$ cat src/rtl/pise_pkg.sv
package pise_pkg;

    localparam int DEF_MAX_SHARES    = 16;
    localparam int DEF_MAX_THRESHOLD = 16;

    localparam logic [7:0] PRIME = 8'd251;
    localparam logic [7:0] CLIP  = 8'd250;

    // 256 reduced modulo the prime, used to fold the high byte down.
    localparam logic [2:0] FOLD = 3'd5;

    localparam int CFG_INDEX_W = 2;
    localparam int CFG_DATA_W  = 5;
    localparam logic [CFG_INDEX_W-1:0] REG_SHARE_COUNT = 2'd0;
    localparam logic [CFG_INDEX_W-1:0] REG_THRESHOLD   = 2'd1;

    localparam logic [CFG_DATA_W-1:0] SHARE_COUNT_RESET = 5'd4;
    localparam logic [CFG_DATA_W-1:0] THRESHOLD_RESET   = 5'd2;

    localparam int INDEX_W = 5;
    localparam int S_DATA_W = 24;
    localparam int M_DATA_W = 32;

    typedef struct packed {
        logic [7:0] red;
        logic [7:0] green;
        logic [7:0] blue;
    } coef_t;

    typedef struct packed {
        logic start;
        logic last_group;
    } eval_cmd_t;

    typedef struct packed {
        logic busy;
        logic done;
    } eval_sts_t;

    // Reduces any 16-bit value modulo 251 with two folds and one subtract.
    function automatic logic [7:0] mod_prime(input logic [15:0] v);
        logic [10:0] t1;
        logic [8:0]  t2;
        logic [8:0]  t3;
        t1 = 11'(v[15:8]) * 11'(FOLD) + 11'(v[7:0]);
        t2 = 9'(t1[10:8]) * 9'(FOLD) + 9'(t1[7:0]);
        t3 = (t2 >= 9'(PRIME)) ? t2 - 9'(PRIME) : t2;
        return t3[7:0];
    endfunction

endpackage

$ cat src/rtl/polynomial_image_share_encoder_core.sv
// Channel   Direction  Handshake          Payload
// s_        in         s_tvalid/s_tready  tdata: red, green, blue; tlast: end_of_image
// m_        out        m_tvalid/m_tready  tdata: share_index, share_red/green/blue;
//                                         tlast: last_of_run
// cfg_      in         cfg_valid/cfg_ready index 0 share_count, index 1 threshold
//
// One pixel is taken at a time: it is accepted in T_IDLE, then each coefficient is
// appended in T_APPEND and the next step is decided in T_NEXT. A completed group is
// evaluated for each share by the Horner loop that reads one coefficient per cycle
// from the coefficient RAM. Reset is synchronous and active low; the RAM
// needs no clearing. A stalled m_ side holds the evaluation at the output register.
module polynomial_image_share_encoder_core
    import pise_pkg::*;
#(
    parameter int MAX_SHARES    = DEF_MAX_SHARES,
    parameter int MAX_THRESHOLD = DEF_MAX_THRESHOLD
) (
    input  logic                   aclk,
    input  logic                   aresetn,
    input  logic                   s_tvalid,
    output logic                   s_tready,
    input  logic [S_DATA_W-1:0]    s_tdata,   // red, green, blue
    input  logic                   s_tlast,
    output logic                   m_tvalid,
    input  logic                   m_tready,
    output logic [M_DATA_W-1:0]    m_tdata,   // share_index, red, green, blue, zero pad
    output logic                   m_tlast,
    input  logic                   cfg_valid,
    output logic                   cfg_ready,
    input  logic [CFG_INDEX_W-1:0] cfg_index,
    input  logic [CFG_DATA_W-1:0]  cfg_data
);

    localparam int XW = $clog2(MAX_SHARES + 1);
    localparam int FW = $clog2(MAX_THRESHOLD + 1);
    localparam int AW = (MAX_THRESHOLD > 1) ? $clog2(MAX_THRESHOLD) : 1;

    typedef enum logic [1:0] {T_IDLE, T_APPEND, T_EVAL, T_NEXT} t_state_t;

    t_state_t      state_reg, state_next;
    logic [FW-1:0] fill_reg, fill_next;
    coef_t         coef0_reg, coef0_next;
    coef_t         coef1_reg, coef1_next;
    logic          two_reg, two_next;
    logic          eoi_reg, eoi_next;
    logic          sel_reg, sel_next;
    logic [CFG_DATA_W-1:0] share_count_reg;
    logic [CFG_DATA_W-1:0] threshold_reg;

    logic [XW-1:0] eff_shares;
    logic [FW-1:0] eff_thr;
    logic [FW-1:0] fill_inc;
    logic [FW-1:0] eval_count;
    logic          pend2;
    eval_cmd_t     cmd;
    eval_sts_t     sts;
    coef_t         pix, clipped, excess;
    logic          split;
    logic          ram_we;
    logic [AW-1:0] ram_waddr;
    coef_t         ram_wdata;
    logic          rd_en;
    logic [AW-1:0] rd_addr;
    coef_t         rd_data;

    always_ff @(posedge aclk) begin
        if (!aresetn) begin
            share_count_reg <= SHARE_COUNT_RESET;
            threshold_reg   <= THRESHOLD_RESET;
        end else if (cfg_valid) begin
            unique case (cfg_index)
                REG_SHARE_COUNT: share_count_reg <= cfg_data;
                REG_THRESHOLD:   threshold_reg   <= cfg_data;
                default: ;
            endcase
        end
    end

    assign cfg_ready = 1'b1;

    always_comb begin
        if (share_count_reg == '0) begin
            eff_shares = XW'(1);
        end else if (32'(share_count_reg) > MAX_SHARES) begin
            eff_shares = XW'(MAX_SHARES);
        end else begin
            eff_shares = XW'(share_count_reg);
        end
        if (threshold_reg == '0) begin
            eff_thr = FW'(1);
        end else if (32'(threshold_reg) > MAX_THRESHOLD) begin
            eff_thr = FW'(MAX_THRESHOLD);
        end else begin
            eff_thr = FW'(threshold_reg);
        end
    end

    assign pix.red   = s_tdata[7:0];
    assign pix.green = s_tdata[15:8];
    assign pix.blue  = s_tdata[23:16];

    always_comb begin
        clipped.red   = (pix.red   >= CLIP) ? CLIP : pix.red;
        clipped.green = (pix.green >= CLIP) ? CLIP : pix.green;
        clipped.blue  = (pix.blue  >= CLIP) ? CLIP : pix.blue;
        excess.red    = (pix.red   >= CLIP) ? pix.red   - CLIP : '0;
        excess.green  = (pix.green >= CLIP) ? pix.green - CLIP : '0;
        excess.blue   = (pix.blue  >= CLIP) ? pix.blue  - CLIP : '0;
        split = (pix.red >= CLIP) || (pix.green >= CLIP) || (pix.blue >= CLIP);
    end

    assign fill_inc  = fill_reg + FW'(1);
    assign pend2     = two_reg && !sel_reg;
    assign ram_waddr = fill_reg[AW-1:0];
    assign ram_wdata = sel_reg ? coef1_reg : coef0_reg;
    assign s_tready  = (state_reg == T_IDLE);

    always_comb begin
        state_next = state_reg;
        fill_next  = fill_reg;
        coef0_next = coef0_reg;
        coef1_next = coef1_reg;
        two_next   = two_reg;
        eoi_next   = eoi_reg;
        sel_next   = sel_reg;
        ram_we     = 1'b0;
        cmd        = '0;
        eval_count = fill_inc;

        unique case (state_reg)
            T_IDLE: begin
                if (s_tvalid) begin
                    coef0_next = clipped;
                    coef1_next = excess;
                    two_next   = split;
                    eoi_next   = s_tlast;
                    sel_next   = 1'b0;
                    state_next = T_APPEND;
                end
            end
            T_APPEND: begin
                ram_we = 1'b1;
                if (fill_inc >= eff_thr) begin
                    // More results follow this group only if the second coefficient
                    // is still to come and will itself produce a group.
                    cmd.start      = 1'b1;
                    cmd.last_group = !(pend2 && (eoi_reg || eff_thr == FW'(1)));
                    fill_next      = '0;
                    state_next     = T_EVAL;
                end else begin
                    fill_next  = fill_inc;
                    state_next = T_NEXT;
                end
            end
            T_EVAL: begin
                if (sts.done) begin
                    state_next = T_NEXT;
                end
            end
            T_NEXT: begin
                if (pend2) begin
                    sel_next   = 1'b1;
                    state_next = T_APPEND;
                end else if (eoi_reg && fill_reg != '0) begin
                    cmd.start      = 1'b1;
                    cmd.last_group = 1'b1;
                    eval_count     = fill_reg;
                    fill_next      = '0;
                    eoi_next       = 1'b0;
                    state_next     = T_EVAL;
                end else begin
                    state_next = T_IDLE;
                end
            end
            default: state_next = T_IDLE;
        endcase
    end

    always_ff @(posedge aclk) begin
        if (!aresetn) begin
            state_reg <= T_IDLE;
            fill_reg  <= '0;
        end else begin
            state_reg <= state_next;
            fill_reg  <= fill_next;
        end
        coef0_reg <= coef0_next;
        coef1_reg <= coef1_next;
        two_reg   <= two_next;
        eoi_reg   <= eoi_next;
        sel_reg   <= sel_next;
    end

    pise_ram #(
        .WIDTH ($bits(coef_t)),
        .DEPTH (MAX_THRESHOLD)
    ) u_coef_ram (
        .aclk    (aclk),
        .wr_en   (ram_we),
        .wr_addr (ram_waddr),
        .wr_data (ram_wdata),
        .rd_en   (rd_en),
        .rd_addr (rd_addr),
        .rd_data (rd_data)
    );

    pise_eval #(
        .MAX_SHARES    (MAX_SHARES),
        .MAX_THRESHOLD (MAX_THRESHOLD)
    ) u_eval (
        .aclk     (aclk),
        .aresetn  (aresetn),
        .cmd      (cmd),
        .count    (eval_count),
        .shares   (eff_shares),
        .sts      (sts),
        .rd_en    (rd_en),
        .rd_addr  (rd_addr),
        .rd_data  (rd_data),
        .m_tvalid (m_tvalid),
        .m_tready (m_tready),
        .m_tdata  (m_tdata),
        .m_tlast  (m_tlast)
    );

    assert property (@(posedge aclk) disable iff (!aresetn)
        sts.busy |-> state_reg == T_EVAL)
        else $error("Evaluation running outside the evaluation state.");

    assert property (@(posedge aclk) disable iff (!aresetn)
        ram_we |-> !sts.busy)
        else $error("Coefficient write while the group is being read.");

    assert property (@(posedge aclk) disable iff (!aresetn)
        state_reg == T_IDLE |-> 32'(fill_reg) < MAX_THRESHOLD)
        else $error("Coefficient group left full between transactions.");

    assert property (@(posedge aclk) disable iff (!aresetn)
        m_tvalid |-> (m_tdata[12:5] < PRIME) && (m_tdata[20:13] < PRIME)
                     && (m_tdata[28:21] < PRIME))
        else $error("Share value not reduced modulo the prime.");

endmodule

$ cat src/rtl/pise_ram.sv
module pise_ram #(
    parameter int WIDTH = 24,
    parameter int DEPTH = 16,
    localparam int AW = (DEPTH > 1) ? $clog2(DEPTH) : 1
) (
    input  logic             aclk,
    input  logic             wr_en,
    input  logic [AW-1:0]    wr_addr,
    input  logic [WIDTH-1:0] wr_data,
    input  logic             rd_en,
    input  logic [AW-1:0]    rd_addr,
    output logic [WIDTH-1:0] rd_data
);

    logic [WIDTH-1:0] mem [DEPTH];
    logic [WIDTH-1:0] rd_data_reg;

    always_ff @(posedge aclk) begin
        if (wr_en) begin
            mem[wr_addr] <= wr_data;
        end
        if (rd_en) begin
            rd_data_reg <= mem[rd_addr];
        end
    end

    assign rd_data = rd_data_reg;

endmodule

$ cat src/rtl/pise_eval.sv
module pise_eval
    import pise_pkg::*;
#(
    parameter int MAX_SHARES    = DEF_MAX_SHARES,
    parameter int MAX_THRESHOLD = DEF_MAX_THRESHOLD,
    localparam int XW = $clog2(MAX_SHARES + 1),
    localparam int FW = $clog2(MAX_THRESHOLD + 1),
    localparam int AW = (MAX_THRESHOLD > 1) ? $clog2(MAX_THRESHOLD) : 1
) (
    input  logic                aclk,
    input  logic                aresetn,
    input  eval_cmd_t           cmd,
    input  logic [FW-1:0]       count,
    input  logic [XW-1:0]       shares,
    output eval_sts_t           sts,
    output logic                rd_en,
    output logic [AW-1:0]       rd_addr,
    input  coef_t               rd_data,
    output logic                m_tvalid,
    input  logic                m_tready,
    output logic [M_DATA_W-1:0] m_tdata,
    output logic                m_tlast
);

    typedef enum logic [1:0] {E_IDLE, E_READ, E_DRAIN, E_OUT} e_state_t;

    e_state_t      state_reg, state_next;
    logic [XW-1:0] x_reg, x_next;
    logic [AW-1:0] j_reg, j_next;
    logic [FW-1:0] count_reg, count_next;
    coef_t         acc_reg, acc_next;
    logic          rd_valid_reg, rd_valid_next;
    logic          last_group_reg, last_group_next;
    logic          out_valid_reg, out_valid_next;
    logic [INDEX_W-1:0] out_index_reg, out_index_next;
    coef_t         out_value_reg, out_value_next;
    logic          out_last_reg, out_last_next;
    logic          load;

    always_comb begin
        state_next      = state_reg;
        x_next          = x_reg;
        j_next          = j_reg;
        count_next      = count_reg;
        acc_next        = acc_reg;
        last_group_next = last_group_reg;
        out_index_next  = out_index_reg;
        out_value_next  = out_value_reg;
        out_last_next   = out_last_reg;
        rd_valid_next   = (state_reg == E_READ);
        rd_en           = 1'b0;
        rd_addr         = j_reg;
        load            = 1'b0;
        sts.busy        = (state_reg != E_IDLE);
        sts.done        = 1'b0;

        // Horner step: acc = acc * x + c for each channel.
        if (rd_valid_reg) begin
            acc_next.red   = mod_prime(16'(acc_reg.red) * 16'(x_reg) + 16'(rd_data.red));
            acc_next.green = mod_prime(16'(acc_reg.green) * 16'(x_reg) + 16'(rd_data.green));
            acc_next.blue  = mod_prime(16'(acc_reg.blue) * 16'(x_reg) + 16'(rd_data.blue));
        end

        unique case (state_reg)
            E_IDLE: begin
                if (cmd.start) begin
                    count_next      = count;
                    j_next          = AW'(count - FW'(1));
                    x_next          = XW'(1);
                    acc_next        = '0;
                    last_group_next = cmd.last_group;
                    state_next      = E_READ;
                end
            end
            E_READ: begin
                rd_en = 1'b1;
                if (j_reg == '0) begin
                    state_next = E_DRAIN;
                end else begin
                    j_next = j_reg - AW'(1);
                end
            end
            E_DRAIN: begin
                state_next = E_OUT;
            end
            E_OUT: begin
                if (!out_valid_reg || m_tready) begin
                    load           = 1'b1;
                    out_index_next = INDEX_W'(x_reg);
                    out_value_next = acc_reg;
                    out_last_next  = last_group_reg && (x_reg == shares);
                    if (x_reg == shares) begin
                        sts.done   = 1'b1;
                        state_next = E_IDLE;
                    end else begin
                        x_next     = x_reg + XW'(1);
                        j_next     = AW'(count_reg - FW'(1));
                        acc_next   = '0;
                        state_next = E_READ;
                    end
                end
            end
            default: state_next = E_IDLE;
        endcase

        if (load) begin
            out_valid_next = 1'b1;
        end else if (m_tready) begin
            out_valid_next = 1'b0;
        end else begin
            out_valid_next = out_valid_reg;
        end
    end

    always_ff @(posedge aclk) begin
        if (!aresetn) begin
            state_reg     <= E_IDLE;
            rd_valid_reg  <= 1'b0;
            out_valid_reg <= 1'b0;
        end else begin
            state_reg     <= state_next;
            rd_valid_reg  <= rd_valid_next;
            out_valid_reg <= out_valid_next;
        end
        x_reg          <= x_next;
        j_reg          <= j_next;
        count_reg      <= count_next;
        acc_reg        <= acc_next;
        last_group_reg <= last_group_next;
        out_index_reg  <= out_index_next;
        out_value_reg  <= out_value_next;
        out_last_reg   <= out_last_next;
    end

    assign m_tvalid = out_valid_reg;
    assign m_tlast  = out_last_reg;
    assign m_tdata  = M_DATA_W'({out_value_reg.blue, out_value_reg.green,
                                 out_value_reg.red, out_index_reg});

endmodule
$ cat config.mk
export PLATFORM = sky130hd
export DESIGN_NAME = polynomial_image_share_encoder_core
export DESIGN_NICKNAME = d
export VERILOG_FILES = /design/src/rtl/pise_pkg.sv /design/src/rtl/polynomial_image_share_encoder_core.sv /design/src/rtl/pise_ram.sv /design/src/rtl/pise_eval.sv
export SDC_FILE = /design/constraint.sdc
export NUM_CORES = 1
export LEC_CHECK = 0
export ABC_AREA = 1
export BUFFER_PORTS_ARGS = -buffer_cell sky130_fd_sc_hd__buf_2
export CORE_MARGIN = 2
export CORE_UTILIZATION = 53
export CTS_CLUSTER_DIAMETER = 30
export DETAILED_ROUTE_END_ITERATION = 16
export PLACE_DENSITY_LB_ADDON = 0.05
export SETUP_SLACK_MARGIN = 0.3
export SLEW_MARGIN = 20
export SYNTH_ARGS = -nofsm -noshare
export SYNTH_HDL_FRONTEND = slang
export SYNTH_SLANG_ARGS = --single-unit
$ cat constraint.sdc
create_clock -name aclk -period 8.2 [get_ports aclk]
set_clock_uncertainty 0.15 [all_clocks]
set_input_delay 2.46 -clock aclk [delete_from_list [all_inputs] [get_ports aclk]]
set_output_delay 2.46 -clock aclk [all_outputs]
set_load 0.005 [all_outputs]
==> key figures <==
Setup path
  – WP data required: 8550 ps
  – Setup crit start kind: register
  – Crit Path Class: reg -> reg
  – Slowest CP cell: fa_1
  – CP Launch Point: u_eval.x_reg[3]
  – R2R Path Start: u_eval.x_reg[3]
  – Most frequent CP cell: nand2_1
  – Endpoint type of the worst setup path: register
  – Critical path fanouts, max: 9
  – Critical Path AT: 8160 ps
  – Largest stage delay, worst path: 510 ps

Logic synthesis
  – Seq/Total Area, Yosys: 55.4%
  – Top area cells in the synthesized netlist: edfxtp_1, ha_1, fa_1, nand2_1, inv_1
  – Share of the synthesized area in the top cell type: a little over half
  – Post-synth top cells: edfxtp_1, nand2_1, inv_1
  – Synth async-reset ratio: 0%
  – Most frequent cell after synthesis: edfxtp_1
  – Mapped Area: 28900 sq um
  – Post-synth EDFFs: 503
  – Yosys cell types: 53
  – YS warnings: 0
  – #FFs+latches synth: roughly 550
  – Avg Inst Size Synth: 10.8 sq um
  – Ys flop type: edfxtp_1
  – Gate Count Post-Synth: 2682
  – Area leader, netlist: edfxtp_1

Placement
  – DP Area: 30300 sq um
  – # port buffers: 68
  – Post-DP HPWL: 42400 microns
  – Gpl congestion: a little over 0.8
  – DP Cell Count: 3402

CTS
  – Clock transition at path regs: 50 ps
  – CTS H-tree lvls: 3
  – CTS tree: done
  – Clock insertion delay at the later pin of the skew report: approximately 670 ps
  – Clk root buf: clkbuf_16
  – CTS max path bufs: 3
  – Sink Count: 548
  – TritonCTS Buffers: 104
  – Cts hold-fix bufs: 0

GRT
  – Largest net degree at the start of global routing: 104
  – Vias in the first global route: 19700
  – Total track usage: 25.0%
  – First-pass GRT wire length: 108000 microns
  – Initial antenna violation count: 2
  – Grt ovf: 0

Timing
  – Final hold viol count: 0
  – Worst-Margin Slew: roughly 1100 ps
  – Max-slew headroom: between 20% and 30%
  – Final setup vio count: 0
  – RSZ-0062 raised after global routing: true
  – Min cycle time layout: 7820 ps
  – Slew Limit Fails: 0
  – Fin crit share: a little over nine tenths
  – Setup TNS: 0 ps
  – Fmax: 128 MHz

Finish
  – Fraction of layout cells with a size suffix above 1: 20.4%
  – NumNets Final: 3161
  – P&R area growth vs syn: 22.0%
  – Max FFs per register: ~380
  – Util after Layout: 65.5%
  – Finished Cell Area: 35200 sq um
  – Antenna Cells: 0
  – Biggest register: u_coef_ram.mem
  – Non-filler cells, final: about 3600

Die
  – Die area: 56400 sq um
  – Die width: approximately 240 microns
  – IO Pins: 73
  – Die height: 238 microns
  – Core footprint: 53800 sq um
  – FP Rows: 85
  – Initial Util: 53.7%

Routing
  – DR WL/cell: 19.6 microns
  – Remaining antenna violation count: 0
  – Pre-antenna DRT Iters: 5
  – Final wirelength: 71500 microns
  – Vias per cell: 5.54
  – Number of DRC markers in iteration 0: 1601
  – Drt drc: 0
  – Vias: 20200

Run status
  – Status: finished, final reports clean

Job
  – Max_cap viols: 0

Hold path
  – HP Start: fill_reg[4]
  – Hold WC Path Type: reg -> reg
-- cells in the final DEF (no fill, tap or decap), drive strengths merged, types with 96 or more instances in the layout --
master / synthesis / final
edfxtp: 503 / 503
nand2: 399 / 402
inv: 360 / 366
nor2: 286 / 286
o21ai: 231 / 231
buf: 28 / 187
ha: 162 / 162
clkbuf: 93 / 113
a21oi: 107 / 107
fa: 96 / 96
-- layer usage --
layer	vias to the layer above	global-route usage, %	wire length (microns)
met5	-	0	0
met4	0	7.38	1640
met3	118	4.32	4070
met2	622	41.8	34800
met1	9965	33.7	31000
li1	9514	-	-
-- worst max-delay path: cells and delay by family (launching register included) --
family                   cells  cell delay [ps]
AND/OR/NAND/NOR             18             1690
buffers and inverters       11             1000
AO/OA/AOI/OAI                7              820
adder cells (fa/ha/maj)     10             3580
flip-flops                   1              430
-- cell type report --
| class | count | area, sq um |
|---|---|---|
| Fill cell | 4133 | 18600 |
| Sequential cell | 548 | 16000 |
| Multi-Input combinational cell | 1661 | 11900 |
| Clock buffer | 112 | 2630 |
| Timing Repair Buffer | 188 | 1420 |
| Inverter | 363 | 1370 |
| Clock inverter | 80 | 993 |
| Tap cell | 696 | 871 |
-- metrics by stage --
step	setup WS (ps)	hold WS, ps
finish	383	330
global route	-1.53	357
CTS	292	330
global placement	29.1	313
detailed placement	-125	313
floorplan	328	271
-- final timing paths --
check	slack [ps]	endpoint	depth (start not counted)
worst max register to register	380	u_eval.acc_reg[20]	46
worst max-delay path	380	u_eval.acc_reg[20]	46
worst min register to register	330	fill_reg[4]	2
worst min-delay path	330	fill_reg[4]	2
-- logic make-up (layout without fill, tap and decap cells) --
| group | count (synthesis) | in the layout | synth area share, % |
|---|---|---|---|
| other cells | 2 | 10 | 0.0260 |
| simple gates | 817 | 820 | 11.7 |
| flops | 548 | 548 | 55.4 |
| buf+inv | 484 | 743 | 6.46 |
| mux | 24 | 24 | 0.935 |
| compound gates | 476 | 476 | 9.50 |
| fa+ha+maj | 258 | 258 | 13.7 |
| xor+xnor | 73 | 73 | 2.34 |
-- repair_timing --
| item | CTS | global route |
|---|---|---|
| setup endpoints to repair | 23 | 24 |
| pin swaps | 18 | 97 |
| gates resized for setup | 49 | 149 |
| buffers inserted | 14 | 35 |
| cloned | 2 | 3 |
Power is left out: the tool's default activity adds up to more than one toggle a clock period on the data nets, which glitch-free logic cannot reach.
